[src/design/shacmp_pkg.sv]
// Package for the SHA-256 compression block: constants, types and round functions.
`default_nettype none

package shacmp_pkg;

	localparam int unsigned WORD_W      = 32;
	localparam int unsigned BLOCK_WORDS = 16;
	localparam int unsigned CHAIN_WORDS = 8;
	localparam int unsigned ROUNDS      = 64;
	localparam int unsigned QDEPTH      = 4;
	localparam int unsigned QAW         = $clog2(QDEPTH);

	localparam logic [3:0] BLK_LAST_CNT = 4'd15;
	localparam logic [5:0] RND_LAST     = 6'd63;
	localparam logic [2:0] DIG_LAST_IDX = 3'd7;

	typedef logic [WORD_W-1:0] word_t;

	// one queued message word
	typedef struct packed {
		word_t word;
		logic  blk_end;
		logic  eom;
	} qent_t;

	typedef enum logic [2:0] {
		ST_LOAD,
		ST_PREP,
		ST_ROUND,
		ST_SUM,
		ST_OUT
	} bstate_t;

	localparam word_t IV [CHAIN_WORDS] = '{
		32'h6a09e667, 32'hbb67ae85, 32'h3c6ef372, 32'ha54ff53a,
		32'h510e527f, 32'h9b05688c, 32'h1f83d9ab, 32'h5be0cd19
	};

	localparam word_t K_TAB [ROUNDS] = '{
		32'h428a2f98, 32'h71374491, 32'hb5c0fbcf, 32'he9b5dba5,
		32'h3956c25b, 32'h59f111f1, 32'h923f82a4, 32'hab1c5ed5,
		32'hd807aa98, 32'h12835b01, 32'h243185be, 32'h550c7dc3,
		32'h72be5d74, 32'h80deb1fe, 32'h9bdc06a7, 32'hc19bf174,
		32'he49b69c1, 32'hefbe4786, 32'h0fc19dc6, 32'h240ca1cc,
		32'h2de92c6f, 32'h4a7484aa, 32'h5cb0a9dc, 32'h76f988da,
		32'h983e5152, 32'ha831c66d, 32'hb00327c8, 32'hbf597fc7,
		32'hc6e00bf3, 32'hd5a79147, 32'h06ca6351, 32'h14292967,
		32'h27b70a85, 32'h2e1b2138, 32'h4d2c6dfc, 32'h53380d13,
		32'h650a7354, 32'h766a0abb, 32'h81c2c92e, 32'h92722c85,
		32'ha2bfe8a1, 32'ha81a664b, 32'hc24b8b70, 32'hc76c51a3,
		32'hd192e819, 32'hd6990624, 32'hf40e3585, 32'h106aa070,
		32'h19a4c116, 32'h1e376c08, 32'h2748774c, 32'h34b0bcb5,
		32'h391c0cb3, 32'h4ed8aa4a, 32'h5b9cca4f, 32'h682e6ff3,
		32'h748f82ee, 32'h78a5636f, 32'h84c87814, 32'h8cc70208,
		32'h90befffa, 32'ha4506ceb, 32'hbef9a3f7, 32'hc67178f2
	};

	function automatic word_t bsig0(input word_t x);
		return {x[1:0], x[31:2]} ^ {x[12:0], x[31:13]} ^ {x[21:0], x[31:22]};
	endfunction

	function automatic word_t bsig1(input word_t x);
		return {x[5:0], x[31:6]} ^ {x[10:0], x[31:11]} ^ {x[24:0], x[31:25]};
	endfunction

	function automatic word_t ssig0(input word_t x);
		return {x[6:0], x[31:7]} ^ {x[17:0], x[31:18]} ^ {3'b000, x[31:3]};
	endfunction

	function automatic word_t ssig1(input word_t x);
		return {x[16:0], x[31:17]} ^ {x[18:0], x[31:19]} ^ {10'd0, x[31:10]};
	endfunction

endpackage

`default_nettype wire

[src/design/sha256_block_compression.sv]
// Top level of the SHA-256 block compression engine.
// Usage:
//   Slave channel takes padded message words, big-endian, one word per handshake;
//   tlast marks the word that closes the final block of a message (ignored on
//   any other word). Master channel returns the eight digest words, index 0
//   (most significant) first, index in tuser, tlast on index 7.
// Timing:
//   The round engine loads 16 words from a 4-entry queue (one per cycle while the
//   queue holds words), then runs a setup step, 64 rounds (one SHA-256 round per
//   cycle) and a fold into the chain state. No words are loaded while rounds run;
//   the source is held off once the queue fills.
//   The first digest word is registered from the chain state in the output state
//   that follows the fold, then one word per cycle while the sink takes them.
// Reset (arst_n low) empties the queue, clears the word position and loads the
//   standard initial hash values.
// A stalled sink holds the current digest word; the front keeps queuing words until
//   the queue fills, and the next block waits until the last digest word is loaded.
`default_nettype none

module sha256_block_compression (
	input  wire logic        clk,
	input  wire logic        arst_n,
	input  wire logic        s_tvalid,
	output logic             s_tready,
	input  wire logic [31:0] s_tdata,   // [31:0] msg_word
	input  wire logic        s_tlast,   // end_of_message
	output logic             m_tvalid,
	input  wire logic        m_tready,
	output logic [31:0]      m_tdata,   // [31:0] digest_word
	output logic [2:0]       m_tuser,   // [2:0] digest_index
	output logic             m_tlast    // digest_last
);

	logic              push_valid;
	logic              push_ready;
	shacmp_pkg::qent_t push_data;
	logic              pop_valid;
	logic              pop_ready;
	shacmp_pkg::qent_t pop_data;

	shacmp_front u_front (
		.clk        (clk),
		.arst_n     (arst_n),
		.s_tvalid   (s_tvalid),
		.s_tready   (s_tready),
		.s_tdata    (s_tdata),
		.s_tlast    (s_tlast),
		.push_valid (push_valid),
		.push_ready (push_ready),
		.push_data  (push_data)
	);

	shacmp_fifo u_fifo (
		.clk        (clk),
		.arst_n     (arst_n),
		.push_valid (push_valid),
		.push_ready (push_ready),
		.push_data  (push_data),
		.pop_valid  (pop_valid),
		.pop_ready  (pop_ready),
		.pop_data   (pop_data)
	);

	shacmp_back u_back (
		.clk       (clk),
		.arst_n    (arst_n),
		.pop_valid (pop_valid),
		.pop_ready (pop_ready),
		.pop_data  (pop_data),
		.m_tvalid  (m_tvalid),
		.m_tready  (m_tready),
		.m_tdata   (m_tdata),
		.m_tuser   (m_tuser),
		.m_tlast   (m_tlast)
	);

endmodule

`default_nettype wire

[src/design/shacmp_front.sv]
// Front end: takes message words, counts position in the block, tags block end.
`default_nettype none

module shacmp_front (
	input  wire logic               clk,
	input  wire logic               arst_n,
	input  wire logic               s_tvalid,
	output logic                    s_tready,
	input  wire logic [31:0]        s_tdata,
	input  wire logic               s_tlast,
	output logic                    push_valid,
	input  wire logic               push_ready,
	output shacmp_pkg::qent_t       push_data
);

	logic [3:0] cnt_q;
	logic       blk_end;

	assign blk_end    = (cnt_q == shacmp_pkg::BLK_LAST_CNT);
	assign s_tready   = push_ready;
	assign push_valid = s_tvalid;

	always_comb begin
		push_data.word    = s_tdata;
		push_data.blk_end = blk_end;
		// end flag only counts on the word that closes a block
		push_data.eom     = s_tlast & blk_end;
	end

	always_ff @(posedge clk or negedge arst_n) begin
		if (!arst_n) begin
			cnt_q <= '0;
		end else if (s_tvalid && push_ready) begin
			cnt_q <= cnt_q + 4'd1;
		end
	end

endmodule

`default_nettype wire

[src/design/shacmp_fifo.sv]
// Short word queue between the front end and the round engine.
`default_nettype none

module shacmp_fifo (
	input  wire logic               clk,
	input  wire logic               arst_n,
	input  wire logic               push_valid,
	output logic                    push_ready,
	input  wire shacmp_pkg::qent_t  push_data,
	output logic                    pop_valid,
	input  wire logic               pop_ready,
	output shacmp_pkg::qent_t       pop_data
);

	shacmp_pkg::qent_t               mem_q [shacmp_pkg::QDEPTH];
	logic [shacmp_pkg::QAW:0]        wr_ptr_q;
	logic [shacmp_pkg::QAW:0]        rd_ptr_q;
	logic                            full;
	logic                            empty;

	assign empty = (wr_ptr_q == rd_ptr_q);
	assign full  = (wr_ptr_q[shacmp_pkg::QAW] != rd_ptr_q[shacmp_pkg::QAW]) &&
		(wr_ptr_q[shacmp_pkg::QAW-1:0] == rd_ptr_q[shacmp_pkg::QAW-1:0]);

	assign push_ready = !full;
	assign pop_valid  = !empty;
	assign pop_data   = mem_q[rd_ptr_q[shacmp_pkg::QAW-1:0]];

	always_ff @(posedge clk) begin
		if (push_valid && !full) begin
			mem_q[wr_ptr_q[shacmp_pkg::QAW-1:0]] <= push_data;
		end
	end

	always_ff @(posedge clk or negedge arst_n) begin
		if (!arst_n) begin
			wr_ptr_q <= '0;
			rd_ptr_q <= '0;
		end else begin
			if (push_valid && !full) begin
				wr_ptr_q <= wr_ptr_q + 1'b1;
			end
			if (pop_ready && !empty) begin
				rd_ptr_q <= rd_ptr_q + 1'b1;
			end
		end
	end

endmodule

`default_nettype wire

[src/design/shacmp_back.sv]
// Round engine: loads a block, runs 64 rounds, folds into chain state, emits digest after a message's final block.
`default_nettype none

module shacmp_back (
	input  wire logic               clk,
	input  wire logic               arst_n,
	input  wire logic               pop_valid,
	output logic                    pop_ready,
	input  wire shacmp_pkg::qent_t  pop_data,
	output logic                    m_tvalid,
	input  wire logic               m_tready,
	output logic [31:0]             m_tdata,
	output logic [2:0]              m_tuser,
	output logic                    m_tlast
);

	shacmp_pkg::bstate_t state_q;
	shacmp_pkg::bstate_t state_d;

	shacmp_pkg::word_t   w_q     [shacmp_pkg::BLOCK_WORDS];
	shacmp_pkg::word_t   v_q     [shacmp_pkg::CHAIN_WORDS];
	shacmp_pkg::word_t   chain_q [shacmp_pkg::CHAIN_WORDS];
	shacmp_pkg::word_t   pre_q;
	logic [5:0]          rnd_q;
	logic [2:0]          idx_q;
	logic                eom_q;

	logic                out_valid_q;
	shacmp_pkg::word_t   out_word_q;
	logic [2:0]          out_idx_q;
	logic                out_last_q;

	shacmp_pkg::word_t   t1;
	shacmp_pkg::word_t   t2;
	shacmp_pkg::word_t   ch;
	shacmp_pkg::word_t   maj;
	shacmp_pkg::word_t   w_new;
	logic [5:0]          rnd_nxt;
	logic                out_load;

	assign m_tvalid = out_valid_q;
	assign m_tdata  = out_word_q;
	assign m_tuser  = out_idx_q;
	assign m_tlast  = out_last_q;

	assign rnd_nxt  = rnd_q + 6'd1;
	assign out_load = (state_q == shacmp_pkg::ST_OUT) && (!out_valid_q || m_tready);

	always_comb begin
		ch    = (v_q[4] & v_q[5]) ^ (~v_q[4] & v_q[6]);
		maj   = (v_q[0] & v_q[1]) ^ (v_q[0] & v_q[2]) ^ (v_q[1] & v_q[2]);
		// pre_q already holds h + K[i] + W[i]
		t1    = pre_q + shacmp_pkg::bsig1(v_q[4]) + ch;
		t2    = shacmp_pkg::bsig0(v_q[0]) + maj;
		w_new = shacmp_pkg::ssig1(w_q[14]) + w_q[9] + shacmp_pkg::ssig0(w_q[1]) + w_q[0];
	end

	always_ff @(posedge clk or negedge arst_n) begin
		if (!arst_n) begin
			state_q <= shacmp_pkg::ST_LOAD;
		end else begin
			state_q <= state_d;
		end
	end

	always_comb begin
		state_d   = state_q;
		pop_ready = 1'b0;
		case (state_q)
			shacmp_pkg::ST_LOAD: begin
				pop_ready = 1'b1;
				if (pop_valid && pop_data.blk_end) begin
					state_d = shacmp_pkg::ST_PREP;
				end
			end
			shacmp_pkg::ST_PREP: begin
				state_d = shacmp_pkg::ST_ROUND;
			end
			shacmp_pkg::ST_ROUND: begin
				if (rnd_q == shacmp_pkg::RND_LAST) begin
					state_d = shacmp_pkg::ST_SUM;
				end
			end
			shacmp_pkg::ST_SUM: begin
				state_d = eom_q ? shacmp_pkg::ST_OUT : shacmp_pkg::ST_LOAD;
			end
			shacmp_pkg::ST_OUT: begin
				if (out_load && idx_q == shacmp_pkg::DIG_LAST_IDX) begin
					state_d = shacmp_pkg::ST_LOAD;
				end
			end
			default: begin
				state_d = shacmp_pkg::ST_LOAD;
			end
		endcase
	end

	// message window: w_q[0] is the schedule word of the current round
	always_ff @(posedge clk) begin
		if ((state_q == shacmp_pkg::ST_LOAD && pop_valid) ||
			state_q == shacmp_pkg::ST_ROUND) begin
			for (int j = 0; j < shacmp_pkg::BLOCK_WORDS - 1; j++) begin
				w_q[j] <= w_q[j+1];
			end
			w_q[shacmp_pkg::BLOCK_WORDS-1] <=
				(state_q == shacmp_pkg::ST_ROUND) ? w_new : pop_data.word;
		end
	end

	always_ff @(posedge clk) begin
		case (state_q)
			shacmp_pkg::ST_PREP: begin
				for (int j = 0; j < shacmp_pkg::CHAIN_WORDS; j++) begin
					v_q[j] <= chain_q[j];
				end
				pre_q <= chain_q[7] + shacmp_pkg::K_TAB[0] + w_q[0];
			end
			shacmp_pkg::ST_ROUND: begin
				v_q[7] <= v_q[6];
				v_q[6] <= v_q[5];
				v_q[5] <= v_q[4];
				v_q[4] <= v_q[3] + t1;
				v_q[3] <= v_q[2];
				v_q[2] <= v_q[1];
				v_q[1] <= v_q[0];
				v_q[0] <= t1 + t2;
				// next round's h is today's g
				pre_q  <= v_q[6] + shacmp_pkg::K_TAB[rnd_nxt] + w_q[1];
			end
			default: begin
			end
		endcase
	end

	always_ff @(posedge clk or negedge arst_n) begin
		if (!arst_n) begin
			for (int j = 0; j < shacmp_pkg::CHAIN_WORDS; j++) begin
				chain_q[j] <= shacmp_pkg::IV[j];
			end
			rnd_q <= '0;
			idx_q <= '0;
			eom_q <= 1'b0;
		end else begin
			case (state_q)
				shacmp_pkg::ST_LOAD: begin
					if (pop_valid && pop_data.blk_end) begin
						eom_q <= pop_data.eom;
					end
				end
				shacmp_pkg::ST_PREP: begin
					rnd_q <= '0;
				end
				shacmp_pkg::ST_ROUND: begin
					rnd_q <= rnd_nxt;
				end
				shacmp_pkg::ST_SUM: begin
					for (int j = 0; j < shacmp_pkg::CHAIN_WORDS; j++) begin
						chain_q[j] <= chain_q[j] + v_q[j];
					end
					idx_q <= '0;
				end
				shacmp_pkg::ST_OUT: begin
					if (out_load) begin
						idx_q <= idx_q + 3'd1;
						if (idx_q == shacmp_pkg::DIG_LAST_IDX) begin
							for (int j = 0; j < shacmp_pkg::CHAIN_WORDS; j++) begin
								chain_q[j] <= shacmp_pkg::IV[j];
							end
						end
					end
				end
				default: begin
				end
			endcase
		end
	end

	always_ff @(posedge clk or negedge arst_n) begin
		if (!arst_n) begin
			out_valid_q <= 1'b0;
		end else if (out_load) begin
			out_valid_q <= 1'b1;
		end else if (m_tready) begin
			out_valid_q <= 1'b0;
		end
	end

	always_ff @(posedge clk) begin
		if (out_load) begin
			out_word_q <= chain_q[idx_q];
			out_idx_q  <= idx_q;
			out_last_q <= (idx_q == shacmp_pkg::DIG_LAST_IDX);
		end
	end

endmodule

`default_nettype wire

[config.mk]
export PLATFORM = sky130hd
export DESIGN_NAME = sha256_block_compression
export DESIGN_NICKNAME = d
export VERILOG_FILES = /design/src/design/shacmp_pkg.sv /design/src/design/sha256_block_compression.sv /design/src/design/shacmp_front.sv /design/src/design/shacmp_fifo.sv /design/src/design/shacmp_back.sv
export SDC_FILE = /design/constraint.sdc
export NUM_CORES = 2
export LEC_CHECK = 0
export BUFFER_PORTS_ARGS = -buffer_cell sky130_fd_sc_hd__buf_2
export CORE_UTILIZATION = 33
export CTS_BUF_LIST = sky130_fd_sc_hd__clkbuf_4 sky130_fd_sc_hd__clkbuf_8
export DETAILED_ROUTE_END_ITERATION = 12
export PLACE_DENSITY = 0.47
export SYNTH_ARGS = -nofsm -noshare
export SYNTH_HDL_FRONTEND = slang
export SYNTH_HIERARCHICAL = 1
export SYNTH_SLANG_ARGS = --single-unit
[constraint.sdc]
create_clock -name clk -period 14.95 [get_ports clk]
set_input_delay 2.99 -clock clk [delete_from_list [all_inputs] [get_ports clk]]
set_output_delay 2.99 -clock clk [all_outputs]
set_load 0.02 [all_outputs]
# Word level (Yosys, flattened, before mapping)
# Memory sizes are Yosys's and may differ from the RTL's.
# Index checks and enable logic that the tools add are counted.
dict set report word_totals {
  register_bits 348
  ram_bits 904
  mem_bits_ro 2048
  in_bits 37
  out_inout_bits 38
  wordCells 151
  mem_count 4
}
dict set report classes {
  n_addsub 25
  n_lt_le_gt_ge 2
  eq_ne 15
  muxes 37
  n_bitwise 28
  n_reduce_logical 20
}
# memory depth word_bits rd rd_ports_with_merged_regs write_ports line
set mem_list {}
lappend mem_list {{(no name shown)} 64 32 1 0 0 shacmp_back.sv:128} ;# pre_q <= v_q[6] + shacmp_pkg::K_TAB[rnd_nxt] + w_q[1];
lappend mem_list {u_back.w_q 16 32 16 0 16 shacmp_back.sv:20} ;# shacmp_pkg::word_t w_q [shacmp_pkg::BLOCK_WORDS];
lappend mem_list {u_back.v_q 8 32 8 0 8 shacmp_back.sv:21} ;# shacmp_pkg::word_t v_q [shacmp_pkg::CHAIN_WORDS];
lappend mem_list {u_fifo.mem_q 4 34 1 0 1 shacmp_fifo.sv:15} ;# shacmp_pkg::qent_t mem_q [shacmp_pkg::QDEPTH];
# operator n
set op_table {}
lappend op_table {{$add A32 B32 Y32} 19}
lappend op_table {{$mux W256} 2}
lappend op_table {{$pmux W256 S2} 1}
lappend op_table {{$mux W32} 13}
lappend op_table {{$xor A32 B32 Y32} 9}
lappend op_table {{$and A32 B32 Y32} 5}
lappend op_table {{$bmux W32 S3} 1}
lappend op_table {{$pmux W32 S2} 1}
lappend op_table {{$add A32 B31 Y32 const B} 1}
lappend op_table {{$not A32 Y32} 1}
lappend op_table {{$xor A32 B22 Y32} 1}
lappend op_table {{$xor A32 B29 Y32} 1}
lappend op_table {{$mux W3} 5}
lappend op_table {{$pmux W3 S5} 1}
lappend op_table {{$pmux W6 S2} 1}
lappend op_table {{$mux W1} 11}
lappend op_table {{$add A3 B1 Y3 const B} 3}
lappend op_table {{$or A1 B1 Y1} 8}
lappend op_table {{$ge A7 B7 Y1 const B} 1}
lappend op_table {{$logic_and A1 B1 Y1} 7}
lappend op_table {{$not A6 Y7} 1}
lappend op_table {{$add A6 B1 Y6 const B} 1}
lappend op_table {{$eq A3 B2 Y1 const B} 2}
lappend op_table {{$eq A3 B3 Y1 const B} 2}
lappend op_table {{other kinds (19)} 29}

# Longest topological paths before layout
dict set report depth {
  word_depth 8
  depth_mapped 31
  ltp_nobuf 30
}

# Cells and area by module
# Netlist, hierarchy kept.
# mod n_inst cells_each area_each_um2 seq_area_each_um2
set by_module_without_submodules {}
lappend by_module_without_submodules {shacmp_back 1 6849 70878.0 32030.7}
lappend by_module_without_submodules {shacmp_fifo 1 223 5352.6 4234.1}
lappend by_module_without_submodules {shacmp_front 1 50 451.7 100.1}

# Worst setup path after synthesis
# Ideal clock, no wire load.
dict set report synth_timing {
  path_kind {reg2reg}
  start {register u_fifo/rd_ptr_q[0] in the netlist's numbering}
  end {memory u_back/w_q[0][0] in the netlist's numbering (enable)}
  setup_time_ps 926
  t_arrival_ps 12276
  required_ps 14024
  path_slack_ps 1747
  path_stages_with_launch 5
  n_path_buf 1
  synth_period_minus_slack_ps 13203
  path_cell_list {dfrtp_1 > buf_6 > xor2_2 > or3_1 > o21a_1}
}
# element line
set synth_rtl {}
lappend synth_rtl {{start: declaration} shacmp_fifo.sv:17} ;# logic [shacmp_pkg::QAW:0] rd_ptr_q;
lappend synth_rtl {{start signal: assignment} shacmp_fifo.sv:44} ;# rd_ptr_q <= rd_ptr_q + 1'b1;
lappend synth_rtl {{end: declaration} shacmp_back.sv:20}

# Worst setup path after layout
dict set report layout_timing {
  start {register u_back.rnd_q[1]}
  end {register u_back.pre_q[30] (data pin)}
}
dict set report layout_via {
  elab_chain_cells 8
}
# element line
set layout_rtl {}
lappend layout_rtl {{start: declaration} shacmp_back.sv:24} ;# logic [5:0] rnd_q;
lappend layout_rtl {{start signal: assignment} shacmp_back.sv:154} ;# rnd_q <= rnd_nxt;
lappend layout_rtl {{$add A6 B1 Y6} shacmp_back.sv:46} ;# assign rnd_nxt = rnd_q + 6'd1;
lappend layout_rtl {{$not A6 Y7 (not written as such)} shacmp_back.sv:128}
lappend layout_rtl {{$mem_v2 Z64 W32} -}
lappend layout_rtl {{$mux W32 (not written as such) (2 in series)} shacmp_back.sv:128}
lappend layout_rtl {{$add A32 B32 Y32 (2 in series)} shacmp_back.sv:128}
lappend layout_rtl {{$pmux W32 S2} shacmp_back.sv:111} ;# case (state_q)
lappend layout_rtl {{end signal: assignment} shacmp_back.sv:116} ;# pre_q <= chain_q[7] + shacmp_pkg::K_TAB[0] + w_q[0];
lappend layout_rtl {{end signal: assignment} shacmp_back.sv:128}
lappend layout_rtl {{end: declaration} shacmp_back.sv:23} ;# shacmp_pkg::word_t pre_q;
# Every way passes these cells. The select of a mux whose other input is x is not followed.
# A chain may end at the register's enable or synchronous reset.

==> results.md <==
* Status: finished, final reports clean
* Die height at around 480 um
* DRC Markers at 0
* Crit path top cell by count: o21ai_0
* Slew @ Worst Pin at 1.16 ns
* Vias in the first global route at 55,800
* Synth Cell Area at around 77,000 um^2
* Slew Viols, Final at 0
* Hold buffer count at cts at 0
* Register area share after synthesis at between 40% and 50%
* First-pass GRT wire length at between 300 and 400 mm
* Clk buf depth at 3
* WP data required at 15.66 ns
* Total number of vias at roughly 55,000
* Crit-path max FO at 64
* Final hold vios at 0
* Hold WC Path Type: reg2reg
* Total die area at between 200,000 and 250,000 um^2
* Flops & latches, synth at 1,252
* Initial core utilization at ~33%
* Vias/cell at about 5.3
* Tot GR Track Use at a little over a fifth
* Row Count at between 150 and 200
* Share of cells above drive strength 1 at approximately 12%
* Synth warn at 6
* Critical Path Source Type: flop
* Post-CTS Resized at 0
* Crit path kind: reg2reg
* P&R area growth vs syn at 11.1%
* CP endpoint kind: flop
* Worst relative slew slack at between 20 and 25%
* Fraction of registers with async set/reset at between 20 and 25%
* Post-Syn Area per Cell at 10.8 um^2
* Antenna Violating Nets Remaining at 0
* Post-layout util at between 30% and 40%
* CTS tree: yes
* Crit-path cells: ha_1 > inv_1 > ha_4 > buf_4 > nand2_1 > a21oi_1 > o21ai_0 > a311oi_1 > fa_1 > inv_1 > ha_1 > a21o_1 > a2111oi_0 > o21ai_0 > a21oi_1 > o21ai_0 > o21a_1 > o211ai_1 > a311o_1 > o21ai_0 > xnor2_1 > a21oi_1
* Die X at between 400 and 500 um
* Arr. time, crit path at roughly 9.3 ns
* Largest net degree at the start of global routing at a little under 200
* Layout fillers at ~23,000
* I/O Buffers at 74
* Ys flop type: edfxtp_1
* Clock Pin Slew Worst Setup and Hold Paths at ~0.070 ns
* TritonRoute pass-1 iters at 6
* Clk_lat worst skew at about 1.0 ns
* Num CTS Buffers at ~230
* Synth Instances at 7,122
* # H-tree levels at 4
* Setup TNS at 0 ns
* Final wirelength at ~260 mm
* Max frequency at 116 MHz
* Maxcap violations at 0
* Initial drt markers at ~4,200
* Initial antenna violation count at 15
* GR Overflow Total at 0
* Max stage delay on crit path at around 0.81 ns
* GP Congestion at roughly 0.97
* WL/cell at 24.8 um
* Dpl hpwl at approximately 190 mm
* Core area at about 230,000 um^2
* Syn_nets at roughly 7,800
* Final period util at about 58%
* Net count, final at 7,856
* Root cell of the clock tree: clkbuf_8
* Post-synth cell types at between 90 and 100
* Min Tclk post-route at 8.63 ns
* Number of synthesized flops with an enable pin at around 970
* CP max stage cell: dfrtp_1
* Top Ports at 75
* CTS Sinks at 1,252
* Setup Viol. Count Final at 0
* RSZ-0062 raised after global routing: false
* Setup Buffers After CTS at 0
* Final worst clock skew at around 0.1 ns
[worst max-delay path: cells and delay by family, from the launching register on]
family,cells,cell delay [ns]
and+or+nand+nor,1,0.18
AOI/OAI and AO/OA,13,4.07
xor gates and xnor gates,1,0.14
buffers and inverters,3,0.99
DFF,1,0.81
adders and majority gates,4,2.10
[cells in the final DEF (no fill, tap or decap), drive strengths merged, types with 144 or more instances in the layout]
master / count
a21oi: 506
a21o: 209
dfrtp: 144
nor2: 367
ha: 487
edfxtp: 972
clkbuf: 331
nand2: 1020
buf: 156
fa: 168
xnor2: 403
inv: 410
o21ai: 543
xor2: 236
[routing by layer]
metal	track usage [%]	share of wire, %
met4	9.16	4.4
met5	0	0
met2	37.1	48
met3	2.60	4.2
met1	27.8	43
[path summary, 6_finish.rpt]
kind	startpoint	endpoint	slack [ns]	depth (start not counted)
setup / recovery	u_back/rnd_q[1]	u_back/pre_q[30]	6.32	22
hold / removal	u_back/w_q[1][144]	u_back/w_q[1][112]	0.38	0
setup reg to reg	u_back/rnd_q[1]	u_back/pre_q[30]	6.32	22
hold reg to reg	u_back/w_q[1][144]	u_back/w_q[1][112]	0.38	0
max in group asynchronous	arst_n	u_fifo/rd_ptr_q[0]	10.92	3
min in group asynchronous	arst_n	u_back/chain_q[200]	1.92	1
[through the flow]
| stage | cells | hold slack [ns] | worst slack, ns | instance area (um^2) |
|---|---|---|---|---|
| 6_report | 10400 | 0.379 | 6.32 | 85200 |
| 5_1_grt | 10400 | 0.376 | 5.84 | 85200 |
| 4_1_cts | 10400 | 0.370 | 6.34 | 85100 |
| 3_5_place_dp | 9962 | 0.405 | 6.39 | 80200 |
| 3_3_place_gp | 9962 | 0.400 | 6.42 | 80200 |
| 2_1_floorplan | 7122 | 0.400 | 1.75 | 76700 |
[kinds of logic after synthesis]
| group | count (synthesis) | synth area share (%) |
|---|---|---|
| buffers and inverters | 743 | 3.84 |
| and+or+nand+nor | 1826 | 10.2 |
| DFF | 1252 | 47.4 |
| muxes | 146 | 3.60 |
| xor gates and xnor gates | 641 | 7.38 |
| AOI/OAI and AO/OA | 1854 | 15.2 |
| adders and majority gates | 660 | 12.4 |
[flip-flops by register name, indices dropped and copies added (netlist names)]
signal / count
u_back/rnd_q: 6
u_back/state_q: 3
u_back/m_tuser: 3
u_back/m_tlast: 1
u_back/chain_q: 256
u_back/m_tvalid: 1
u_back/v_q: 256
u_back/pre_q: 32
u_back/w_q: 512
u_fifo/mem_q: 136
u_back/idx_q: 3
u_fifo/wr_ptr_q: 3
u_front/cnt_q: 4
u_back/m_tdata: 32
u_back/eom_q: 1
u_fifo/rd_ptr_q: 3
[layout make-up]
class	count	area (um^2)	share of cell area, %
diodes	7	17.5	0.0206
clock buffers	331	4040	4.74
repair buffers	156	1060	1.24
flip-flops and latches	1252	36400	42.7
clock inverters	90	867	1.02
well taps	3026	3790	4.45
multi-input cells	5127	37500	44.0
inverters	401	1510	1.78
[synthesized netlist by cell type, drive strengths merged, types with 22 or more instances]
cell type,n,share of area [%]
a211oi,70,0.70
a21o,209,2.0
a21oi,506,3.3
a31oi,48,0.39
and2,31,0.25
and3,28,0.23
buf,73,0.56
clkbuf,269,1.3
dfrtp,144,4.7
dfstp,136,4.7
edfxtp,972,38
fa,168,4.4
ha,487,7.9
inv,399,2.0
mux2,37,0.55
mux4,100,2.9
nand2,1020,5.0
nand2b,61,0.50
nand3,87,0.57
nor2,367,1.8
nor2b,34,0.28
nor3,82,0.54
o211ai,41,0.40
o21a,60,0.59
o21ai,543,3.6
o21bai,56,0.55
o22ai,22,0.18
o31ai,37,0.37
or3,33,0.28
xnor2,403,4.6
xor2,236,2.7
Power is left out: the tool's default activity adds up to more than one toggle a clock period on the data nets, which glitch-free logic cannot reach.
